==> src/hdl/ormq_pkg.sv <==
// Shared types and constants for the overwriting message ring queue.
package ormq_pkg;

  // Fixed field widths of the request and result channels
  localparam int OP_W   = 2;
  localparam int BYTE_W = 8;
  localparam int CAP_W  = 12;
  localparam int STAT_W = 2;
  localparam int WORD_W = 64;
  localparam int VB_W   = 4;
  localparam int LINE_W = 8;
  localparam int WORD_BYTES = 8;

  // Request opcodes
  localparam logic [OP_W-1:0] OP_PUSH   = 2'd0;
  localparam logic [OP_W-1:0] OP_COMMIT = 2'd1;
  localparam logic [OP_W-1:0] OP_READ   = 2'd2;

  // Result status codes
  localparam logic [STAT_W-1:0] ST_OK        = 2'd0;
  localparam logic [STAT_W-1:0] ST_EMPTY     = 2'd1;
  localparam logic [STAT_W-1:0] ST_TOO_SMALL = 2'd2;

  // Controller states
  typedef enum logic [7:0] {
    S_IDLE    = 8'b0000_0001,
    S_CM_RD   = 8'b0000_0010,
    S_CM_WR   = 8'b0000_0100,
    S_CM_FIN  = 8'b0000_1000,
    S_RD_LEN  = 8'b0001_0000,
    S_RD_WORD = 8'b0010_0000,
    S_RD_OUT  = 8'b0100_0000,
    S_RD_STAT = 8'b1000_0000
  } ormq_state_t;

  // Commands from controller to datapath
  typedef struct packed {
    logic              accept;
    logic              push;
    logic              idx_inc;
    logic              slot_wr;
    logic              commit_fin;
    logic              latch_len;
    logic              emit_stat;
    logic              emit_word;
    logic              free_slot;
    logic [STAT_W-1:0] stat_code;
  } ormq_cmd_t;

  // Status from datapath to controller
  typedef struct packed {
    logic count_zero;
    logic stage_empty;
    logic stg_last;
    logic len_zero;
    logic cap_short;
    logic rd_last;
    logic out_free;
  } ormq_status_t;

endpackage

==> src/hdl/ormq_ctrl.sv <==
// Controller state machine for the message ring queue.
module ormq_ctrl import ormq_pkg::*; (
  input  logic              clk,
  input  logic              rst,
  input  logic              in_valid,
  input  logic [OP_W-1:0]   opcode,
  input  ormq_status_t      stat,
  output logic              in_stall,
  output ormq_cmd_t         cmd
);

  ormq_state_t       state, state_next;
  logic [STAT_W-1:0] pend_code, pend_code_next;
  logic              pend_free, pend_free_next;

  // Requests are taken only between operations
  assign in_stall = (state != S_IDLE);

  always_ff @(posedge clk) begin
    if (rst) begin
      state     <= S_IDLE;
      pend_code <= ST_OK;
      pend_free <= 1'b0;
    end else begin
      state     <= state_next;
      pend_code <= pend_code_next;
      pend_free <= pend_free_next;
    end
  end

  // Next state and command decode
  always_comb begin
    state_next     = state;
    pend_code_next = pend_code;
    pend_free_next = pend_free;
    cmd            = '0;
    cmd.stat_code  = pend_code;
    unique case (state)
      S_IDLE: begin
        if (in_valid) begin
          cmd.accept = 1'b1;
          unique case (opcode)
            OP_PUSH: begin
              cmd.push = 1'b1;
            end
            OP_COMMIT: begin
              state_next = stat.stage_empty ? S_CM_FIN : S_CM_RD;
            end
            OP_READ: begin
              if (stat.count_zero) begin
                pend_code_next = ST_EMPTY;
                pend_free_next = 1'b0;
                state_next     = S_RD_STAT;
              end else begin
                state_next = S_RD_LEN;
              end
            end
            default: begin
              // unused opcode: dropped
            end
          endcase
        end
      end
      S_CM_RD: begin
        state_next = S_CM_WR;
      end
      S_CM_WR: begin
        cmd.slot_wr = 1'b1;
        if (stat.stg_last) begin
          state_next = S_CM_FIN;
        end else begin
          cmd.idx_inc = 1'b1;
          state_next  = S_CM_RD;
        end
      end
      S_CM_FIN: begin
        cmd.commit_fin = 1'b1;
        state_next     = S_IDLE;
      end
      S_RD_LEN: begin
        cmd.latch_len = 1'b1;
        if (stat.cap_short) begin
          pend_code_next = ST_TOO_SMALL;
          pend_free_next = 1'b0;
          state_next     = S_RD_STAT;
        end else if (stat.len_zero) begin
          pend_code_next = ST_OK;
          pend_free_next = 1'b1;
          state_next     = S_RD_STAT;
        end else begin
          state_next = S_RD_WORD;
        end
      end
      S_RD_WORD: begin
        state_next = S_RD_OUT;
      end
      S_RD_OUT: begin
        if (stat.out_free) begin
          cmd.emit_word = 1'b1;
          if (stat.rd_last) begin
            cmd.free_slot = 1'b1;
            state_next    = S_IDLE;
          end else begin
            cmd.idx_inc = 1'b1;
            state_next  = S_RD_WORD;
          end
        end
      end
      S_RD_STAT: begin
        if (stat.out_free) begin
          cmd.emit_stat = 1'b1;
          cmd.free_slot = pend_free;
          state_next    = S_IDLE;
        end
      end
      default: begin
        state_next = S_IDLE;
      end
    endcase
  end

endmodule

==> config.mk <==
export PLATFORM = sky130hd
export DESIGN_NAME = ormq_ctrl
export DESIGN_NICKNAME = d
export VERILOG_FILES = /design/src/hdl/ormq_pkg.sv /design/src/hdl/ormq_ctrl.sv
export SDC_FILE = /design/constraint.sdc
export NUM_CORES = 1
export LEC_CHECK = 0
export BUFFER_PORTS_ARGS = -buffer_cell sky130_fd_sc_hd__buf_2
export CORE_AREA = 2 2 52 42
export CTS_CLUSTER_DIAMETER = 80
export DETAILED_ROUTE_END_ITERATION = 10
export DIE_AREA = 0 0 54 44
export PLACE_DENSITY = 0.71
export SYNTH_ARGS = -nofsm -noshare
export SYNTH_HDL_FRONTEND = slang
export SYNTH_SLANG_ARGS = --single-unit
==> constraint.sdc <==
create_clock -name clk -period 1.91 [get_ports clk]
set_clock_uncertainty 0.1 [all_clocks]
set_input_delay 0.573 -clock clk [delete_from_list [all_inputs] [get_ports clk]]
set_output_delay 0.573 -clock clk [all_outputs]
set_load 0.05 [all_outputs]
## Word level (Yosys, flattened, before mapping)

Index checks and enable logic that the tools add are counted.

- Input bits: 12
- Output and inout bits: 12
- Register bits: 11
- Word-level logic and storage cells: 65

- Muxes and demuxes: 40
- Reduce and logical (&&, ||, !) cells: 4
- Equality and inequality tests: 18

Operators with widths:

| operator | count |
|---|---|
| one-hot mux 8 bit (7 select lines) | 1 |
| two-way mux 8 bit | 6 |
| two-way mux 1 bit | 17 |
| two-way mux 2 bit | 8 |
| one-hot mux 8 bit (2 select lines) | 1 |
| equality test 8 x 1 -> 1 bit (second input constant) | 1 |
| equality test 8 x 2 -> 1 bit (second input constant) | 1 |
| equality test 8 x 3 -> 1 bit (second input constant) | 1 |
| equality test 8 x 4 -> 1 bit (second input constant) | 1 |
| equality test 8 x 5 -> 1 bit (second input constant) | 1 |
| equality test 8 x 6 -> 1 bit (second input constant) | 1 |
| equality test 8 x 7 -> 1 bit (second input constant) | 1 |
| equality test 8 bit (second input constant) | 1 |
| two-way mux 4 bit | 2 |
| inequality test 2 bit (second input constant) | 4 |
| inequality test 8 x 1 -> 1 bit (second input constant) | 1 |
| two-way mux 6 bit | 1 |
| one-hot mux 1 bit (2 select lines) | 3 |
| AND reduction 5 bit | 1 |
| one-hot mux 2 bit (2 select lines) | 1 |
| AND reduction 4 bit | 1 |
| inequality test 3 x 1 -> 1 bit (second input constant) | 1 |
| inequality test 3 bit (second input constant) | 1 |
| equality test 2 x 1 -> 1 bit (second input constant) | 1 |
| 4 further kinds | 4 |

## Longest topological paths before layout

Gate-level depths: netlist of the first run.

- Depth in word-level cells: 4
- Mapped depth: 6
- Mapped depth without buffers: 5

## Least setup slack after synthesis of the first run

No wires, ideal clock.

- Path type: register to output
- Start point: register state[6]
- End point: output cmd[9] (netlist bit)
- Required time: 1.237 ns
- Setup slack: -1.727 ns
- Path buffers: 1
- Cell stages (with the launch flop): 5
- Data arrival time: 2.964 ns
- Path through: dfxtp_1 > buf_4 > nor4_2 > nand3_1 > nor4_1

RTL lines:

| what | line | text |
|---|---|---|
| start: declaration | ormq_ctrl.sv:12 | `ormq_state_t state, state_next;` |
| start signal: assignment | ormq_ctrl.sv:25 | `state <= state_next;` |
| end: declaration | ormq_ctrl.sv:9 | `output ormq_cmd_t cmd` |

==> run metrics, run 1 <==
maximum number of pins on one net before global-route repair=12; sequential fraction of the synthesis area=between 20% and 30%; routed length per instance=between 20 and 25 um; Chip Height=about 44 um; number of warnings issued by yosys=0; antenna viol nets, final=0; via density per instance=approximately 6.4; synthesized area=around 790 um2; Port Buffers=23; flops & latches, synth=11; cell family with the largest share of critical-path delay=simple AND/OR/NAND/NOR gates; DRT iter0 DRCs=85; net count of the finished layout=170; syn_area_per_cell=8.37 um2; latest clock arrival within the worst-skew pair=roughly 0.29 ns; setup repair after global routing missed its margin=yes; critical path start-end classification=flop to primary output; worst flop-to-flop path endpoint=state[0]$_SDFFE_PP1P_; Layout Cells excl Fill=181; arrival time of data at the critical path endpoint=approximately 1.7 ns; root buffer cell=sky130_fd_sc_hd__clkbuf_4; CP Cell Sequence=nor4_4 -> and4b_1 -> and2_4 -> o2bb2ai_4 -> buf_8; share of the clock period used by the worst path after layout=126%; worst r2r path cells=6; Multi-input gate area=684 um2; routability cong.=slightly below 0.9; final number of setup-violating endpoints=14; share of power burned in registers=24.6%; final wirelength=between 3000 and 4000 um; PnR Total Power=between 1 and 1.5 mW; number of flops mapped to enable cells by yosys=0; maximum fanout along the worst path=3; WHS=about 0.41 ns; unique cell type count in the Yosys netlist=36; GRT Util Overall=between 30% and 40%; CTS tree=done; area added between synthesis and finish=97.5%; proportion of power drawn by combinational gates=59.2%; clock network fraction of total power=16.2%; path category of the worst min-delay check=input pin to flop; Period minus WS final=2.40 ns; switching power total=0.459 mW; CTS buffer count=3; Final Max Slew Viols=0; outcome=complete, but fails checks; initial antenna violation count=0; metal1 wirelength=1420 um; DRC violations left=0; Clk pin slew, worst setup/hold paths=around 0.08 ns; clock net sink count=11; met3 routed WL=between 300 and 400 um; via count of the first global-routing pass=approximately 1000; kind of capture point of the worst setup path=primary output; GRT overflow=0; cell with the largest stage delay on the worst path=sky130_fd_sc_hd__dfxtp_4; share of flip-flops with an asynchronous set or reset=0%; FMAX=around 420 MHz; leakage power total=~0.70 nW; total buffers and inverters traversed by the critical path=1; overall die width=roughly 54 um; starting utilization of the core area=41.6%; number of H-tree branching levels=1; Internal=about 0.63 mW; total of fill cells in the finished design=99; WHS Path Cells=2; transition time of the tightest slew-check pin=about 0.40 ns; data required time of the worst path=about 1.2 ns; critical path launch point type=flop; Hold Startpoint=stat[2]; pwr dens=roughly 700 nW/um2; nets in the synthesized netlist=roughly 110; Hold Path End=pend_free$_SDFFE_PP0P_; startpoint of the most critical register-to-register path=state[2]$_SDFFE_PP0P_; Maximum Capacitance Violations=0; row count=14; I/O pin total=24; amount of wire on met2 after detailed routing=between 1500 and 2000 um; final hold violation count=0; cells after synthesis=94; DR pass1 iterations=4; violated checks=negative setup slack; Final WS setup=-0.488 ns; Critical Path Max Stage Delay=0.37 ns; maximum buffer depth of the clock tree=2; die area=around 2400 um2; total core area=1890 um2; routed vias=1154; fraction of final layout cells with drive strength greater than 1=between 60% and 70%; post-detailed-placement half-perimeter wirelength=~2000 um; hold buffer count at cts=0; Seq. cell area=approximately 240 um2; Sw Ratio=42.1%; topmost layer with routed signal wires=met4; Slew Limit Headroom=approximately three quarters; IR drop worst, VDD=772 uV; dominant synthesized flop cell=sky130_fd_sc_hd__dfxtp_1; worst-case register-to-register setup slack=-0.30 ns; number of cells after detailed placement=160; Antenna Cells=0; global-route wire length before repair=roughly 5200 um
## worst max path at each step
stage,from,to,cells past startpoint
global route,state[5]$_SDFFE_PP0P_,cmd[8],5
floorplan,state[6]$_SDFFE_PP0P_,cmd[9],4
CTS,state[5]$_SDFFE_PP0P_,cmd[8],5
finish,state[5]$_SDFFE_PP0P_,cmd[8],5
detailed placement,state[5]$_SDFFE_PP0P_,cmd[8],5
global placement,state[5]$_SDFFE_PP0P_,cmd[8],5
## worst reg2reg max path: cells and delay by family, from the launching register on
kind / cells / cell delay (ns)
AND/OR/NAND/NOR: 2 / 1.03
AO/OA/AOI/OAI: 2 / 0.35
flip-flops: 1 / 0.36
buffers and inverters: 2 / 0.26
## cell usage in the layout (no fill, tap or decap), drive strengths merged, types with 2 or more instances in the layout
cell,count
nor3,6
o2bb2ai,2
nand3,4
nand2,4
nand2b,3
clkbuf,3
buf,66
or4,3
inv,3
dfxtp,11
nor4,7
xor2,4
nor2,9
and4b,4
nor2b,2
a32oi,2
nand4,3
a21oi,3
o21ai,4
a22oi,2
## registers in the layout, indices dropped and copies added (netlist names)
register,flops
pend_code,2
pend_free,1
state,8
## metal layers
layer / vias up / GRT usage, %
li1: 498 / -
met1: 530 / 39.2
met2: 94 / 49.5
met3: 32 / 12.1
met4: 0 / 13.0
met5: - / 4.76
## final cells by class
cell class | instances | area share [%]
Clock inverter | 1 | 0.322
Clock buffer | 3 | 1.45
Timing Repair Buffer | 66 | 35.8
Inverter | 3 | 0.886
Sequential cell | 11 | 15.5
Multi-Input combinational cell | 73 | 44.0
Tap cell | 24 | 1.93
## timing repair
action                                  4_1_cts  5_1_grt
buffers inserted                             12        9
endpoints found under the setup margin       14       15
pin swaps                                    16       16
gates cloned                                  0        0
gates resized for setup                      51       16
## power by group through the flow
stage / registers, mW / clock network, mW / logic (mW)
2_1_floorplan: 0.260 / 0 / 0.301
3_3_place_gp: 0.271 / 0 / 0.442
3_5_place_dp: 0.271 / 0 / 0.449
4_1_cts: 0.265 / 0.169 / 0.568
5_1_grt: 0.271 / 0.192 / 0.667
6_report: 0.267 / 0.177 / 0.644
## Yosys cell counts, drive strengths merged (2+ instances only)
library cell | number | area, um2
o21ai | 4 | 20.0
nor2 | 9 | 33.8
and4b | 4 | 41.3
nand3 | 4 | 20.0
nand4 | 3 | 18.8
nor4 | 7 | 50.1
o2bb2ai | 2 | 17.5
a32oi | 2 | 17.5
nor3 | 6 | 30.0
or4 | 3 | 26.3
xor2 | 4 | 35.0
a21oi | 3 | 15.0
buf | 6 | 51.3
nor2b | 2 | 12.5
nand2b | 3 | 18.8
dfxtp | 11 | 220
nand2 | 4 | 15.0
a22oi | 2 | 15.0
inv | 3 | 11.3
## cell families (layout without fill, tap and decap cells)
kind of cell | Yosys count | count (layout) | synth area share (%)
and+or+nand+nor | 49 | 49 | 37.4
DFF | 11 | 11 | 28.0
xor gates and xnor gates | 4 | 4 | 4.45
buffers and inverters | 10 | 73 | 9.06
AOI/OAI and AO/OA | 20 | 20 | 21.1
## through the flow
stage               setup TNS [ns]  setup slack [ns]  cell area, um2  util [%]
finish                       -4.17            -0.488            1550      82.1
global route                 -4.83            -0.558            1550      82.1
CTS                          -3.25            -0.412            1460      77.1
detailed placement           -2.01            -0.291            1170      62.1
global placement             -1.90            -0.252            1170      62.1
floorplan                    -1.43            -0.554             898         -
No activity file was read; power rests on OpenSTA's default activity.
==> inputs of run 2 (changes only) <==
--- a/config.mk
+++ b/config.mk
@@ -10,7 +10,7 @@
 export CTS_CLUSTER_DIAMETER = 80
 export DETAILED_ROUTE_END_ITERATION = 10
 export DIE_AREA = 0 0 54 44
-export PLACE_DENSITY = 0.71
+export PLACE_DENSITY = 0.75
 export SYNTH_ARGS = -nofsm -noshare
 export SYNTH_HDL_FRONTEND = slang
 export SYNTH_SLANG_ARGS = --single-unit
==> run 2 against run 1 <==
Against the previous run: the run still ends with negative setup slack left; sequential cell count did not move; worst hold slack improved by 0.044 ns; critical endpoint unchanged; setup slack improved by 0.044 ns; final cell count up 1.7%; non-clock buffer count rose by 3; register-to-register slack better by 0.05 ns.
==> run metrics, run 2 (synthesis results as in run 1) <==
arrival time of data at the critical path endpoint=1.68 ns (-0.05 ns); total core area=1890 um2 (unchanged); outcome=complete, but fails checks; via count of the first global-routing pass=1114 (+6.6%); GRT met3 Usage=10.0% (-2.1 points); transition time of the tightest slew-check pin=0.507 ns (+0.110 ns); Critical Path Max Stage Delay=0.38 ns (about the same); violated checks=negative setup slack; dpl ws=-0.243 ns (+0.0478 ns); maximum fanout along the worst path=5 (+2); GR met2 Demand/Resource=53.7% (+4.1 points); routed length per instance=24.5 um (+16%); share of the clock period used by the worst path after layout=123% (-2.3 points); routing usage on met1=44.3% (+5.1 points); data required time of the worst path=1.24 ns (about the same); Port Buffers=23 (unchanged); kind of capture point of the worst setup path=primary output; routed vias=1201 (+4.1%); I/O pin total=24 (unchanged); critical path launch point type=flop; PnR Total Power=1.13 mW (+3.9%); path category of the worst min-delay check=flop to flop; DR pass1 iterations=5 (+1); cell with the largest stage delay on the worst path=sky130_fd_sc_hd__dfxtp_4; commonest non-fill, non-tap cells in the layout=sky130_fd_sc_hd__buf_4, sky130_fd_sc_hd__buf_2, sky130_fd_sc_hd__buf_6; overall die width=54 um (unchanged); area added between synthesis and finish=105%; Slew Limit Headroom=66.1% (-7.4 points); number of flip-flops under the largest register name=8 (unchanged); CP Cell Sequence=nor4_4 -> and4b_1 -> and2_4 -> o2bb2ai_4 -> buf_6; number of H-tree branching levels=1 (unchanged); DRC violations left=0 (unchanged); routability cong.=0.906 (+2.2%); via density per instance=6.53 (+2.4%); Antenna Cells=0 (unchanged); fraction of final layout cells with drive strength greater than 1=67.5% (+1.9 points); Maximum Capacitance Violations=0 (unchanged); pwr dens=701 nW/um2 (about the same); maximum number of pins on one net before global-route repair=12 (unchanged); hold buffer count at cts=0 (unchanged); GRT Util Overall=35.0% (+3.1 points); root buffer cell=sky130_fd_sc_hd__clkbuf_4; net count of the finished layout=173 (+1.8%); initial antenna violation count=0 (unchanged); leakage power total=0.721 nW (+3.1%); setup repair after global routing missed its margin=yes; Clk pin slew, worst setup/hold paths=0.09 ns (about the same); maximum buffer depth of the clock tree=2 (unchanged); global-route wire length before repair=5730 um (+9.6%); CTS tree=done; FMAX=425 MHz (+1.8%); row count=14 (unchanged); DRT iter0 DRCs=85 (unchanged); CTS buffer count=3 (unchanged); Final Max Slew Viols=0 (unchanged); antenna viol nets, final=0 (unchanged); latest clock arrival within the worst-skew pair=0.27 ns (-0.02 ns); IR drop worst, VDD=769 uV (-0.49%); final hold violation count=0 (unchanged); post-detailed-placement half-perimeter wirelength=2090 um (+4.8%); Chip Height=44 um (unchanged); Period minus WS final=2.35 ns (-0.0435 ns); Final WS setup=-0.445 ns (+0.0435 ns); final number of setup-violating endpoints=17 (+3); critical path start-end classification=flop to primary output; register containing the most flip-flops in the final layout=state; most common library cell in the layout ignoring fill and taps=sky130_fd_sc_hd__buf_4; final wirelength=4500 um (+18%); peak-usage layer in the global routing report=met2; starting utilization of the core area=41.6% (unchanged); clock net sink count=11 (unchanged); die area=2380 um2 (unchanged); largest registers in the final layout=state x8, pend_code x2, pend_free x1; GRT overflow=0 (unchanged)
## run 2: final cells by class
type / count / area [um2]
multi-input combinational: 73 / 712
sequential: 11 / 243
clock buffer: 4 / 26.3
fill: 81 / 279
inverter: 3 / 13.8
tap: 24 / 30.0
timing repair buffer: 69 / 588
## run 2: layer usage
layer | wire, um | up-vias
met3 | 550 | 34
met2 | 1980 | 124
li1 | - | 498
met1 | 1670 | 545
met5 | 0 | -
met4 | 304 | 0
## run 2: worst paths after layout
check                                                 end  cells past startpoint                 startpoint  slack, ns
worst min register to register  pend_code[0]$_SDFFE_PP0P_                      2  pend_code[0]$_SDFFE_PP0P_       0.46
worst max-delay path                               cmd[8]                      5      state[4]$_SDFFE_PP0P_      -0.44
worst min-delay path            pend_code[0]$_SDFFE_PP0P_                      2  pend_code[0]$_SDFFE_PP0P_       0.46
worst max register to register      state[0]$_SDFFE_PP1P_                      6      state[2]$_SDFFE_PP0P_      -0.25
## run 2: power breakdown
| part | internal (mW) | total, mW | leakage, nW | switching, mW |
|---|---|---|---|---|
| Combinational | 0.323 | 0.681 | 0.613 | 0.358 |
| Sequential | 0.241 | 0.274 | 0.0938 | 0.0328 |
| Clock | 0.0807 | 0.175 | 0.0150 | 0.0943 |
| Total | 0.645 | 1.13 | 0.721 | 0.485 |
## run 2: what timing repair did
| action | 4_1_cts | 5_1_grt |
|---|---|---|
| setup endpoints to repair | 14 | 16 |
| resized for setup | 57 | 13 |
| pin swaps | 16 | 11 |
| buffers inserted | 9 | 5 |
## run 2: through the flow
step                      instances  instance area, um2  utilization (%)  TNS [ns]  hold slack, ns
after floorplan                  94                 898                -     -1.43           0.364
after global placement          166                1220             64.5     -1.58           0.362
after detailed placement        166                1220             64.5     -1.84           0.365
after CTS                       179                1510             80.0     -3.45           0.402
after global routing            184                1610             85.3     -5.22           0.471
final                           184                1610             85.3     -4.38           0.457
## run 2: worst max-delay path, delay by kind of cell, from the launching register on
family | cells | cell delay, ns
buffers and inverters | 1 | 0.17
and+or+nand+nor | 3 | 0.76
DFF | 1 | 0.38
AOI/OAI and AO/OA | 1 | 0.11
